`config.mk`:
```
export PLATFORM = sky130hd
export DESIGN_NAME = sld_sqrt
export DESIGN_NICKNAME = d
export VERILOG_FILES = /design/src/rtl/core/sld_pkg.sv /design/src/rtl/core/sld_sqrt.sv
export SDC_FILE = /design/constraint.sdc
export NUM_CORES = 2
export LEC_CHECK = 0
export ABC_CLOCK_PERIOD_IN_PS = 6900
export BUFFER_PORTS_ARGS = -buffer_cell sky130_fd_sc_hd__buf_4
export CAP_MARGIN = 5
export CORE_UTILIZATION = 40
export DETAILED_ROUTE_END_ITERATION = 6
export HOLD_SLACK_MARGIN = 0.15
export PLACE_DENSITY = 0.52
export RECOVER_POWER = 100
export SLEW_MARGIN = 40
export SYNTH_ARGS = -nofsm -noshare
export SYNTH_HDL_FRONTEND = slang
export SYNTH_SLANG_ARGS = --single-unit
```
`constraint.sdc`:
```
create_clock -name clock -period 6.9 [get_ports clock]
set_input_delay 0.345 -clock clock [delete_from_list [all_inputs] [get_ports clock]]
set_output_delay 0.345 -clock clock [all_outputs]
set_load 0.05 [all_outputs]
```
`src/rtl/core/sld_pkg.sv`:
```
package sld_pkg;

   localparam int unsigned COORD_W     = 24;
   localparam int unsigned LEN_W       = 25;
   localparam int unsigned DIR_W       = 16;
   localparam int unsigned DIR_FRAC    = 14;
   localparam int unsigned QUOT_W      = DIR_FRAC + 1;
   localparam int unsigned RAD_W       = 2 * LEN_W;
   localparam int unsigned SQRT_STAGES = LEN_W;
   localparam int unsigned DIV_STAGES  = QUOT_W;
   // front stages + root stages + quotient stages + output register
   localparam int unsigned PIPE_LATENCY = 4 + SQRT_STAGES + DIV_STAGES + 1;

   typedef struct packed {
      logic signed [COORD_W-1:0] first_x;
      logic signed [COORD_W-1:0] first_y;
      logic signed [COORD_W-1:0] first_z;
      logic signed [COORD_W-1:0] second_x;
      logic signed [COORD_W-1:0] second_y;
      logic signed [COORD_W-1:0] second_z;
   } sld_req_type;

   typedef struct packed {
      logic signed [COORD_W-1:0] start_x;
      logic signed [COORD_W-1:0] start_y;
      logic signed [COORD_W-1:0] end_x;
      logic signed [COORD_W-1:0] end_y;
      logic signed [COORD_W-1:0] mid_z;
      logic        [LEN_W-1:0]   length;
      logic signed [DIR_W-1:0]   dir_x;
      logic signed [DIR_W-1:0]   dir_y;
      logic                      zero_length;
   } sld_rsp_type;

   typedef struct packed {
      logic signed [COORD_W-1:0] start_x;
      logic signed [COORD_W-1:0] start_y;
      logic signed [COORD_W-1:0] end_x;
      logic signed [COORD_W-1:0] end_y;
      logic signed [COORD_W-1:0] mid_z;
      logic                      neg_x;
      logic                      neg_y;
   } sld_side_type;

   typedef struct packed {
      sld_side_type       side;
      logic [COORD_W-1:0] mag_x;
      logic [COORD_W-1:0] mag_y;
   } sld_pre_type;

   typedef struct packed {
      sld_side_type     side;
      logic [LEN_W-1:0] len;
   } sld_post_type;

endpackage

```
`src/rtl/core/sld_sqrt.sv`:
```
module sld_sqrt
   import sld_pkg::*;
(
   input  logic             clock,
   input  logic             reset,
   input  logic             in_valid,
   input  logic [RAD_W-1:0] in_rad,
   output logic             out_valid,
   output logic [LEN_W-1:0] out_root
);

   localparam int unsigned REM_W = LEN_W + 2;

   logic             vld_ff  [SQRT_STAGES];
   logic [RAD_W-1:0] rad_ff  [SQRT_STAGES];
   logic [REM_W-1:0] rem_ff  [SQRT_STAGES];
   logic [LEN_W-1:0] root_ff [SQRT_STAGES];

   logic             vld_tap  [SQRT_STAGES];
   logic [RAD_W-1:0] rad_tap  [SQRT_STAGES];
   logic [REM_W-1:0] rem_tap  [SQRT_STAGES];
   logic [LEN_W-1:0] root_tap [SQRT_STAGES];

   logic [RAD_W-1:0] rad_in  [SQRT_STAGES];
   logic [REM_W-1:0] rem_in  [SQRT_STAGES];
   logic [LEN_W-1:0] root_in [SQRT_STAGES];

   genvar g;
   generate
      for (g = 0; g < SQRT_STAGES; g++) begin : g_tap
         if (g == 0) begin : g_first
            assign vld_tap[g]  = in_valid;
            assign rad_tap[g]  = in_rad;
            assign rem_tap[g]  = '0;
            assign root_tap[g] = '0;
         end else begin : g_next
            assign vld_tap[g]  = vld_ff[g-1];
            assign rad_tap[g]  = rad_ff[g-1];
            assign rem_tap[g]  = rem_ff[g-1];
            assign root_tap[g] = root_ff[g-1];
         end
      end
   endgenerate

   // one root bit per stage: bring down two radicand bits, try 4*root+1
   always_comb begin
      logic [REM_W+1:0] acc;
      logic [REM_W+1:0] trial;
      for (int k = 0; k < SQRT_STAGES; k++) begin
         acc   = {rem_tap[k], rad_tap[k][RAD_W-1 -: 2]};
         trial = {2'b00, root_tap[k], 2'b01};
         rad_in[k] = {rad_tap[k][RAD_W-3:0], 2'b00};
         if (acc >= trial) begin
            rem_in[k]  = REM_W'(acc - trial);
            root_in[k] = {root_tap[k][LEN_W-2:0], 1'b1};
         end else begin
            rem_in[k]  = REM_W'(acc);
            root_in[k] = {root_tap[k][LEN_W-2:0], 1'b0};
         end
      end
   end

   always_ff @(posedge clock) begin
      for (int k = 0; k < SQRT_STAGES; k++) begin
         if (reset) begin
            vld_ff[k] <= 1'b0;
         end else begin
            vld_ff[k] <= vld_tap[k];
         end
         rad_ff[k]  <= rad_in[k];
         rem_ff[k]  <= rem_in[k];
         root_ff[k] <= root_in[k];
      end
   end

   assign out_valid = vld_ff[SQRT_STAGES-1];
   assign out_root  = root_ff[SQRT_STAGES-1];

endmodule

```
---- Word-level counts from Yosys, hierarchy flattened ----
Memories as Yosys holds them, arrays and structs flattened.
Cells that the tools add are included.
cells by class
  $add $sub $neg .......................... 25
  magnitude comparators ................... 25
  mux-type cells .......................... 78
  bitwise gates (word level) .............. 25
operator list
  kind                   number
  $ge A29 B27 Y1         24
  $mux W27               25
  $sub A27 B27 Y27       24
  $mux W1                53
  $or A1 B1 Y1           25
  $sub A2 B1 Y3 const B  1
  $ge A2 B1 Y1 const B   1
storage, ports and cells
  flip-flop bits (word level) ............. 0
  RAM bits ................................ 2,525
  input bits .............................. 53
  output and inout bits ................... 26
  word-level logic and storage cells ...... 157
  memories kept ........................... 4
memories
  memory   depth  width  rd ports  clocked after Yosys merged registers in  wr ports  line            RTL
  rad_ff   25     48     24        0                                        25        sld_sqrt.sv:15  logic [RAD_W-1:0] rad_ff [SQRT_STAGES];
  rem_ff   25     27     24        0                                        25        sld_sqrt.sv:16  logic [REM_W-1:0] rem_ff [SQRT_STAGES];
  root_ff  25     25     25        0                                        25        sld_sqrt.sv:17  logic [LEN_W-1:0] root_ff [SQRT_STAGES];
  vld_ff   25     1      25        0                                        25        sld_sqrt.sv:14  logic vld_ff [SQRT_STAGES];

---- Longest topological paths before layout ----
  depth after elaboration ................. 3
  gate-level depth with buffers ........... 14
  mapped depth without buffers ............ 11

---- Worst setup path after synthesis ----
Ideal clock, no wire load.
  path kind ............................... reg-to-reg
  start ................................... memory rem_ff[0][201] (netlist bit)
  end ..................................... memory rem_ff[1][15] (netlist bit)
  setup time .............................. 0.072 ns
  data arrival time ....................... 3.217 ns
  data required time ...................... 6.828 ns
  slack ................................... 3.611 ns
  cell stages (with the launch flop) ...... 10
  path buffers ............................ 1
  clock period less this slack ............ 3.289 ns
  cell sequence ........................... dfxtp_1 -> or4_4 -> or4_1 -> or4_4 -> o31a_1 -> o311a_2 -> or4_4 -> buf_6 -> nor3_1 -> xor2_1
RTL lines
  what         line
  from (decl)  sld_sqrt.sv:16

==> reports/metrics.cfg <==
[yosys]
yosysMostFrequentCell = dfxtp_1
syn_nets = 6008
synth_top_family_by_area = simple AND/OR/NAND/NOR gates
synth_top_area_frac = 0.547
synthArstFlopShare = 0
synth-xor-area-share = 0.0751
yosys.area_share.simple = 0.132
seq_area_frac_synth = 0.547
synthAdderAreaFrac = 0.0771
ys_warn_count = 0
synth_edf_count = 0
synth_flop_cell = dfxtp_1
synth-compound-area-share = 0.120
postSynthAreaPerCell_um2 = 10.2
synthMuxAreaShare = 0.00999
syn-cell-area_mm2 = 0.0571
synth_cells = 5603
synthTopCellsByCount = dfxtp_1, inv_1, nand2_1
synth_seq_cells = 1561
synth_top_area_cell = dfxtp_1
yosysUniqueCellTypes = 77
yosys-top-cells-area = dfxtp_1, ha_1, xnor2_1

[global_route]
grt_overflow_total = 0
grt_start_max_net_pins = 47
grt_usage = 0.163
grt_first_pass_wirelength_mm = 194
antenna_found_initial = 0
grt_pass1_vias = 37728

[floorplanning]
dieHeight_um = 380
dieArea_mm2 = 0.144
core_area_mm2 = 0.142
ios = 79
die_w_um = 380
initial_core_util = 0.403
rows = 138

[place]
place_hpwl_mm = 88.1
place_area_mm2 = 0.0597
portBuffers = 78
gp_congestion = 0.854

[layout]
multi_input_area_mm2 = 0.0237
antenna_cells = 0
final_nets = 6224
drive_above_1_share = 0.0701
seqCellArea_mm2 = 0.0313
final_area_mm2 = 0.0659
area_growth_pct = 15.5
n_fill_cell = 13422
fin_util = 0.466

[setup_path]
worst-path-buf-inv = 3
worst_setup_path_end_kind = register
crit_chain = inv_1, ha_1, or2_2, nor4_1, or3_1, and3b_1, o21ai_0, a21oi_2, clkbuf_1, inv_1, mux2_2
cp.arrival_ns = 5.18
critPathTopFamily = buffers and inverters
cp-start-kind = register
path_max_fanout = 46
required_ns = 7.54
crit_type = register to register
slowest_stage = clkbuf_1
crit_top_cell = inv_1
slowest_delay_ns = 1.39

[clock_tree]
root_buffer = clkbuf_16
clk_pin_slew_worst_paths_ns = 0.06
clock_latency_ns = 0.78
numCtsBuffers = 166
cts_setup_buffers = 0
cts_max_level = 4
clock_path_buffers = 3
clock-sinks = 1561
cts_tree = yes

[timing]
rsz0062_at_grt = false
setup_viol = 0
worst_pin_slew_ns = 1.95
fmax_mhz = 220
timing.slew.headroom = -0.300
clock_skew_ns = 0.0389
drv_slew = 199
fin_crit_sh = 0.658
hold_viol_final = 0
tns_ns = 0
fin_crit_ns = 4.54

[power]
vdd_ir_drop_max_v = 0.000222
leakage_uw = 0.0305
combPwrFrac = 0.157
power.share.clock = 0.367
switching_power_uw = 6820
seqPwrFrac = 0.476
swShare = 0.280
intPower_uw = 17600
p_per_area_mw_per_mm2 = 370

[route]
postRouteAntennaNets = 0
drt_iter0_drc = 1897
vias = 37914
via_per_inst = 4.83
routed_wl_mm = 118
wl_per_cell_um = 15.0
drc = 0
firstDrtPassIters = 7

[run_status]
violations = capacitance limit, slew limit
run_status = finished with violations

[hold_path]
hold_class = primary input to register

[job]
maxCapViolations = 6

-- per-stage QoR --
stage	total power [uW]	setup WS (ns)	std cells	hold WS, ns
after floorplan	14400	3.61	5603	0.310
after global placement	15600	3.31	7462	0.309
after detailed placement	15600	3.28	7464	0.312
after CTS	24800	3.25	7849	0.152
after global routing	25800	1.94	7849	0.188
final	24400	2.36	7849	0.244
-- path summary, 6_finish.rpt --
kind / startpoint / to / slack [ns] / cells after the start
max: root_ff[1][153]$_DFF_P_ / rem_ff[2][208]$_DFF_P_ / 2.36 / 11
min: in_rad[12] / rad_ff[0][12]$_DFF_P_ / 0.24 / 2
max reg2reg: root_ff[1][153]$_DFF_P_ / rem_ff[2][208]$_DFF_P_ / 2.36 / 11
min reg2reg: rad_ff[0][259]$_DFF_P_ / rad_ff[0][309]$_DFF_P_ / 0.32 / 0
-- worst reg2reg max path, delay by kind of cell (launching register included) --
family                     cells  cell delay, ns
AOI/OAI and AO/OA              2            0.33
adders and majority gates      1            0.22
buffers and inverters          3            1.91
DFF                            1            0.37
muxes                          1            0.42
and+or+nand+nor                4            1.18
-- power by group through the flow --
stage | clock network, uW | logic, uW | registers (uW)
global placement | 0 | 3780 | 11800
global route | 9670 | 4330 | 11800
floorplan | 0 | 3050 | 11400
finish | 8950 | 3830 | 11600
CTS | 9280 | 3860 | 11600
detailed placement | 0 | 3800 | 11800
-- layout by cell type (no fill, tap or decap), types with 57 or more instances in the layout --
cell,n
inv_1,437
dfxtp_1,1561
o21a_1,76
clkbuf_1,77
ha_1,352
nor4_1,63
a21oi_1,315
dlygate4sd3_1,77
xor2_1,233
nor2_1,334
o21ai_0,291
nand2_1,372
nor2b_1,72
a21o_1,131
nor3_1,141
nand4_1,57
or3_1,73
xnor2_1,257
clkbuf_16,168
nand2b_1,67
nand3_1,86
-- kinds of logic after synthesis --
| kind of cell | count (synthesis) |
|---|---|
| xor gates and xnor gates | 490 |
| AOI/OAI and AO/OA | 1100 |
| muxes | 52 |
| and+or+nand+nor | 1488 |
| DFF | 1561 |
| adders and majority gates | 352 |
| other | 1 |
| buffers and inverters | 559 |
-- flip-flops by register name (all words and copies together), names as in the netlist --
register  cells
rad_ff      600
vld_ff       25
root_ff     325
rem_ff      611
-- cell type report --
class                      instances  area share
timing repair buffer             170      0.0198
clock inverter                    73      0.0143
tap                             1890      0.0359
clock buffer                     235      0.0724
inverter                         437      0.0249
multi-input combinational       3483       0.359
sequential                      1561       0.474
-- metal layers --
metal,track usage,part of all wire,up-vias
li1,-,-,19609
met1,0.206,0.46,17503
met2,0.277,0.47,566
met3,0.0290,0.035,236
met4,0.0588,0.030,0
met5,0,0,-
-- repair_timing --
| action | 4_1_cts | 5_1_grt |
|---|---|---|
| hold buffers | 77 | 0 |
| endpoints found under the hold margin | 76 | 0 |
| resized for setup | 0 | 0 |
No activity file was read; power rests on OpenSTA's default activity.
