`src/rtl/core/sld_pkg.sv`:
```
package sld_pkg;

   localparam int unsigned COORD_W     = 24;
   localparam int unsigned LEN_W       = 25;
   localparam int unsigned DIR_W       = 16;
   localparam int unsigned DIR_FRAC    = 14;
   localparam int unsigned QUOT_W      = DIR_FRAC + 1;
   localparam int unsigned RAD_W       = 2 * LEN_W;
   localparam int unsigned SQRT_STAGES = LEN_W;
   localparam int unsigned DIV_STAGES  = QUOT_W;
   // front stages + root stages + quotient stages + output register
   localparam int unsigned PIPE_LATENCY = 4 + SQRT_STAGES + DIV_STAGES + 1;

   typedef struct packed {
      logic signed [COORD_W-1:0] first_x;
      logic signed [COORD_W-1:0] first_y;
      logic signed [COORD_W-1:0] first_z;
      logic signed [COORD_W-1:0] second_x;
      logic signed [COORD_W-1:0] second_y;
      logic signed [COORD_W-1:0] second_z;
   } sld_req_type;

   typedef struct packed {
      logic signed [COORD_W-1:0] start_x;
      logic signed [COORD_W-1:0] start_y;
      logic signed [COORD_W-1:0] end_x;
      logic signed [COORD_W-1:0] end_y;
      logic signed [COORD_W-1:0] mid_z;
      logic        [LEN_W-1:0]   length;
      logic signed [DIR_W-1:0]   dir_x;
      logic signed [DIR_W-1:0]   dir_y;
      logic                      zero_length;
   } sld_rsp_type;

   typedef struct packed {
      logic signed [COORD_W-1:0] start_x;
      logic signed [COORD_W-1:0] start_y;
      logic signed [COORD_W-1:0] end_x;
      logic signed [COORD_W-1:0] end_y;
      logic signed [COORD_W-1:0] mid_z;
      logic                      neg_x;
      logic                      neg_y;
   } sld_side_type;

   typedef struct packed {
      sld_side_type       side;
      logic [COORD_W-1:0] mag_x;
      logic [COORD_W-1:0] mag_y;
   } sld_pre_type;

   typedef struct packed {
      sld_side_type     side;
      logic [LEN_W-1:0] len;
   } sld_post_type;

endpackage

```
`src/rtl/core/sld_div.sv`:
```
module sld_div
   import sld_pkg::*;
(
   input  logic               clock,
   input  logic               reset,
   input  logic               in_valid,
   input  logic [COORD_W-1:0] in_mag,
   input  logic [LEN_W-1:0]   in_len,
   output logic               out_valid,
   output logic [QUOT_W-1:0]  out_quot
);

   // quotient of (mag << DIR_FRAC) / len; mag <= len keeps it below 2^QUOT_W
   logic              vld_ff [DIV_STAGES];
   logic [LEN_W-1:0]  rem_ff [DIV_STAGES];
   logic [LEN_W-1:0]  len_ff [DIV_STAGES];
   logic [QUOT_W-1:0] num_ff [DIV_STAGES];
   logic [QUOT_W-1:0] quo_ff [DIV_STAGES];

   logic              vld_tap [DIV_STAGES];
   logic [LEN_W-1:0]  rem_tap [DIV_STAGES];
   logic [LEN_W-1:0]  len_tap [DIV_STAGES];
   logic [QUOT_W-1:0] num_tap [DIV_STAGES];
   logic [QUOT_W-1:0] quo_tap [DIV_STAGES];

   logic [LEN_W-1:0]  rem_in [DIV_STAGES];
   logic [QUOT_W-1:0] num_in [DIV_STAGES];
   logic [QUOT_W-1:0] quo_in [DIV_STAGES];

   genvar g;
   generate
      for (g = 0; g < DIV_STAGES; g++) begin : g_tap
         if (g == 0) begin : g_first
            assign vld_tap[g] = in_valid;
            assign rem_tap[g] = LEN_W'(in_mag >> 1);
            assign len_tap[g] = in_len;
            assign num_tap[g] = {in_mag[0], {(QUOT_W-1){1'b0}}};
            assign quo_tap[g] = '0;
         end else begin : g_next
            assign vld_tap[g] = vld_ff[g-1];
            assign rem_tap[g] = rem_ff[g-1];
            assign len_tap[g] = len_ff[g-1];
            assign num_tap[g] = num_ff[g-1];
            assign quo_tap[g] = quo_ff[g-1];
         end
      end
   endgenerate

   always_comb begin
      logic [LEN_W:0] acc;
      for (int k = 0; k < DIV_STAGES; k++) begin
         acc       = {rem_tap[k], num_tap[k][QUOT_W-1]};
         num_in[k] = {num_tap[k][QUOT_W-2:0], 1'b0};
         if (acc >= {1'b0, len_tap[k]}) begin
            rem_in[k] = LEN_W'(acc - {1'b0, len_tap[k]});
            quo_in[k] = {quo_tap[k][QUOT_W-2:0], 1'b1};
         end else begin
            rem_in[k] = LEN_W'(acc);
            quo_in[k] = {quo_tap[k][QUOT_W-2:0], 1'b0};
         end
      end
   end

   always_ff @(posedge clock) begin
      for (int k = 0; k < DIV_STAGES; k++) begin
         if (reset) begin
            vld_ff[k] <= 1'b0;
         end else begin
            vld_ff[k] <= vld_tap[k];
         end
         rem_ff[k] <= rem_in[k];
         len_ff[k] <= len_tap[k];
         num_ff[k] <= num_in[k];
         quo_ff[k] <= quo_in[k];
      end
   end

   assign out_valid = vld_ff[DIV_STAGES-1];
   assign out_quot  = quo_ff[DIV_STAGES-1];

endmodule

```
`config.mk`:
```
export PLATFORM = sky130hd
export DESIGN_NAME = sld_div
export DESIGN_NICKNAME = d
export VERILOG_FILES = /design/src/rtl/core/sld_pkg.sv /design/src/rtl/core/sld_div.sv
export SDC_FILE = /design/constraint.sdc
export NUM_CORES = 1
export LEC_CHECK = 0
export BUFFER_PORTS_ARGS = -buffer_cell sky130_fd_sc_hd__buf_2
export CORE_UTILIZATION = 45
export CTS_CLUSTER_DIAMETER = 50
export CTS_CLUSTER_SIZE = 12
export DETAILED_ROUTE_END_ITERATION = 7
export GPL_ROUTABILITY_DRIVEN = 0
export SETUP_SLACK_MARGIN = 0.1
export SLEW_MARGIN = 25
export SYNTH_ARGS = -nofsm -noshare
export SYNTH_HDL_FRONTEND = slang
export SYNTH_SLANG_ARGS = --single-unit
```
`constraint.sdc`:
```
create_clock -name clock -period 4.7 [get_ports clock]
set_clock_uncertainty 0.1 [all_clocks]
set_input_delay 0.235 -clock clock [delete_from_list [all_inputs] [get_ports clock]]
set_output_delay 0.235 -clock clock [all_outputs]
set_load 0.02 [all_outputs]
```
# [Word level (Yosys, flattened, before mapping)]
# Memories as Yosys holds them, arrays and structs flattened.
# Index checks and enable logic that the tools add are counted.
[word_totals] ff_bits=0 latchBits=0 ram_bits=1200 romBits=0 out_inout_bits=16 word_cells=98 n_memories=5
[classes] add_sub_neg=15 n_mul=0 div_mod_pow=0 magnitude_cmp=15 n_eq_ne=0 shift=0 mux=48 bitwise_logic=15 reduce_logical=0
[memory_table] name="len_ff" depth=15 width=25 read_ports=14 rd_ports_with_merged_regs=0 write_ports=15 line_no="sld_div.sv:16" text="logic [LEN_W-1:0] len_ff [DIV_STAGES];"
[memory_table] name="rem_ff" depth=15 width=25 read_ports=14 rd_ports_with_merged_regs=0 write_ports=15 line_no="sld_div.sv:15" text="logic [LEN_W-1:0] rem_ff [DIV_STAGES];"
[memory_table] name="quo_ff" depth=15 width=15 read_ports=15 rd_ports_with_merged_regs=0 write_ports=15 line_no="sld_div.sv:18" text="logic [QUOT_W-1:0] quo_ff [DIV_STAGES];"
[memory_table] name="num_ff" depth=15 width=14 read_ports=14 rd_ports_with_merged_regs=0 write_ports=15 line_no="sld_div.sv:17" text="logic [QUOT_W-1:0] num_ff [DIV_STAGES];"
[memory_table] name="vld_ff" depth=15 width=1 read_ports=15 rd_ports_with_merged_regs=0 write_ports=15 line_no="sld_div.sv:14" text="logic vld_ff [DIV_STAGES];"
[ops] operator="$mux 25" count=15
[ops] operator="$ge 26x25->1" count=14
[ops] operator="$sub 25x25->25" count=14
[ops] operator="$mux 1" count=33
[ops] operator="$ge 24x25->1" count=1
[ops] operator="$sub 24x25->25" count=1
[ops] operator="$or 1x1->1" count=15

# [Depth between registers and ports, before layout]
[logic_depth] word_depth=3 depth_mapped=14 depth_no_buf=13

# [Worst setup path after synthesis]
# No wires, ideal clock.
[synth_timing] path_type="register to register" start="memory rem_ff[7][0] (netlist: rem_ff[0][175])" end="memory rem_ff[8][18] (netlist: rem_ff[1][18])" setup_ns=0.121 arrival_ns=2.946 t_required_ns=4.479 setup_slack_ns=1.533 path_stages_with_launch=13 cell_sequence="dfxtp_1 -> inv_1 -> fa_1 -> nand2b_1 -> a2111o_1 -> a31o_1 -> nand4_1 -> nand4_1 -> a21o_1 -> a311oi_4 -> a41oi_2 -> buf_6 -> mux2_4"
[synth_lines] element="from (decl)" line_no="sld_div.sv:15"

==> results.py <==
metrics = {
    "outcome": {
        "outcome": "finished clean",
    },
    "final_layout": {
        "final_cell_area_mm2": 0.0446,
        "num-fill-cells": 7838,
        "final_common_cell": "dfxtp_1",
        "multi_input_comb_area_mm2": 0.0202,
        "seq_area_mm2": 0.0167,
        "drive_above_1_share_pct": 8.86,
        "area_growth_pct": 14.2,
        "diodes": 0,
        "fin_nets": 4850,
        "layout_common_cells": "dfxtp_1 (835), inv_1 (451), ha_1 (373), a21oi_1 (340), nand2_1 (292)",
    },
    "floorplan": {
        "fp.dieH_um": 297,
        "die-area_mm2": 0.0880,
        "ios": 68,
        "rows": 107,
        "core_area_mm2": 0.0855,
        "die_x_um": 297,
        "start_util_pct": 45.7,
    },
    "synthesis": {
        "post_synth_num_cell_types": 93,
        "synth_top_family_by_area": "compound AO/OA/AOI/OAI gates",
        "avgSynthCellArea_um2": 9.17,
        "syn-num-nets": 4700,
        "synth_compound_area_share_pct": 18.0,
        "synthArstFlopShare_pct": 0,
        "synth_area_mm2": 0.0391,
        "ys.flop_type": "dfxtp_1",
        "yosys.area_share.simple_pct": 12.2,
        "synthAdderAreaFrac_pct": 12.7,
        "synthCells": 4261,
        "yosysSeqAreaShare_pct": 42.8,
        "synth_mux_area_share_pct": 2.49,
        "ys_seq_elements": 835,
        "synth-edff-count": 0,
        "synth_warnings": 0,
        "yosys.area_share.xor_xnor_pct": 6.21,
    },
    "timing": {
        "setup_violations": 0,
        "max_freq_mhz": 257,
        "slew_headroom_pct": 37.4,
        "worst_pin_slew_ns": 0.927,
        "rsz0062_at_grt": "no",
        "fin_crit_sh_pct": 82.7,
        "fin_crit_ns": 3.89,
        "hold_violations": 0,
        "tns_ns": 0,
        "slew_viol_final": 0,
    },
    "critical_path": {
        "startpoint_type": "flop",
        "rrSetupSlack_ns": 0.81,
        "critical_path_class": "reg2reg",
        "critPathMaxFanout": 21,
        "arrival_ns": 4.30,
        "worstPathRequired_ns": 5.11,
        "end_kind": "flop",
    },
    "global_routing": {
        "overflow": 0,
        "antenna_found_initial": 2,
        "grt_start_max_net_pins": 50,
        "grt_use_total_pct": 20.1,
        "grt_pass1_vias": 28400,
        "grt_pass1_wl_mm": 143,
    },
    "drt": {
        "drtIter0Drc": 1466,
        "drt-total-wl_mm": 87.7,
        "remaining_drc_errors": 0,
        "vias": 29000,
        "wl_per_cell_um": 15.6,
        "first_pass_iters": 5,
        "ant_nets": 0,
        "detail_route.vias_per_cell": 5.15,
    },
    "clock_network": {
        "clk_latency_ns": 0.68,
        "cts_buffer_depth": 3,
        "ctsResizeCount": 0,
        "clkSinkCount": 835,
        "cts.hold.buffers_added": 53,
        "root_buffer": "clkbuf_16",
        "cts_setup_buffers": 0,
        "cts-htree-levels": 3,
        "cts_buffers": 100,
        "cts_tree": "built",
        "clk_pin_slew_ns": 0.06,
    },
    "run": {
        "maxCapViolCount": 0,
    },
    "placed_design": {
        "dpl.hpwl_mm": 68.8,
        "portBuffers": 67,
        "place_area_mm2": 0.0406,
    },
    "power_and_ir_drop": {
        "power_density_mw_per_mm2": 753,
        "vdd_ir_drop_max_mv": 0.377,
        "total_leakage_power_nw": 20.6,
    },
    "min_path": {
        "hold_path_class": "in2reg",
    },
}
[final timing paths]
path / from / cells past startpoint / end
max reg2reg: len_ff[0][127] / 12 / rem_ff[0][157]
min: in_len[18] / 2 / len_ff[0][18]
max: len_ff[0][127] / 12 / rem_ff[0][157]
min reg2reg: quo_ff[1][5] / 0 / quo_ff[1][21]
[worst max-delay path, cell delays in order (launching register included)]
cell      delay [ns]
dfxtp_1         0.36
inv_1           0.06
ha_1            0.33
nor2b_1         0.15
o21ai_0         0.20
a21boi_0        0.15
o31a_1          0.31
o21ai_0         0.51
o21ai_0         0.18
o21ai_0         0.24
nand2_1         0.44
buf_4           0.40
mux2_2          0.29
[synthesized netlist by cell type, types with 20 or more instances]
cell	n	area (um2)
dfxtp_1	835	16700
and3_1	29	181
clkbuf_1	52	195
buf_4	20	150
nor2_1	291	1090
nand2_1	292	1100
nor3_1	62	310
xnor2_1	159	1390
ha_1	373	4670
mux2_2	84	946
nand3_1	59	295
o21a_1	52	390
xor2_1	118	1030
o31ai_1	25	188
or2_2	23	144
a21oi_1	341	1710
inv_1	451	1690
a21o_1	151	1130
a31oi_1	43	269
nand4_1	51	319
a211oi_1	32	240
o21bai_1	23	173
buf_2	22	110
o21ai_0	282	1410
nand2b_1	60	375
nor2b_1	63	394
[flip-flops by register name, summed over array words and instances, names as in the netlist]
signal and cells:
len_ff 350, vld_ff 15, rem_ff 350, quo_ff 120
[layer usage]
metal	GRT usage [%]	vias up	part of all wire, %
li1	-	15000	-
met1	24.4	13400	45
met2	36.1	447	49
met3	2.91	161	3.2
met4	6.54	0	2.9
met5	0	-	0
[layout make-up]
type / instances / area share, %
clock buffer: 121 / 6.01
clock inverter: 51 / 1.69
inverter: 451 / 3.80
multi-input combinational: 2876 / 45.4
sequential: 835 / 37.5
tap: 1144 / 3.21
timing repair buffer: 147 / 2.42
[where the power goes]
group          switching [mW]  internal, mW
combinational            8.53          6.76
sequential               1.19          9.33
clock                    3.11          4.67
[through the flow]
| stage | power [mW] | hold slack (ns) | utilization (%) | setup slack, ns | cells |
|---|---|---|---|---|---|
| 3_3_place_gp | 25.7 | 0.210 | 47.5 | 0.862 | 5400 |
| 4_1_cts | 33.8 | 0.0570 | 52.1 | 0.824 | 5625 |
| 5_1_grt | 36.2 | 0.0919 | 52.1 | 0.431 | 5625 |
| 6_report | 33.6 | 0.105 | 52.1 | 0.812 | 5625 |
| 3_5_place_dp | 25.8 | 0.212 | 47.5 | 0.849 | 5400 |
| 2_1_floorplan | 22.3 | 0.163 | - | 1.53 | 4261 |
[logic make-up after synthesis]
family                     after synthesis
buffers and inverters                  550
AOI/OAI and AO/OA                     1118
DFF                                    835
muxes                                   86
adders and majority gates              387
xor gates and xnor gates               277
and+or+nand+nor                       1008
Note: power is estimated with default switching activity, not from simulation.
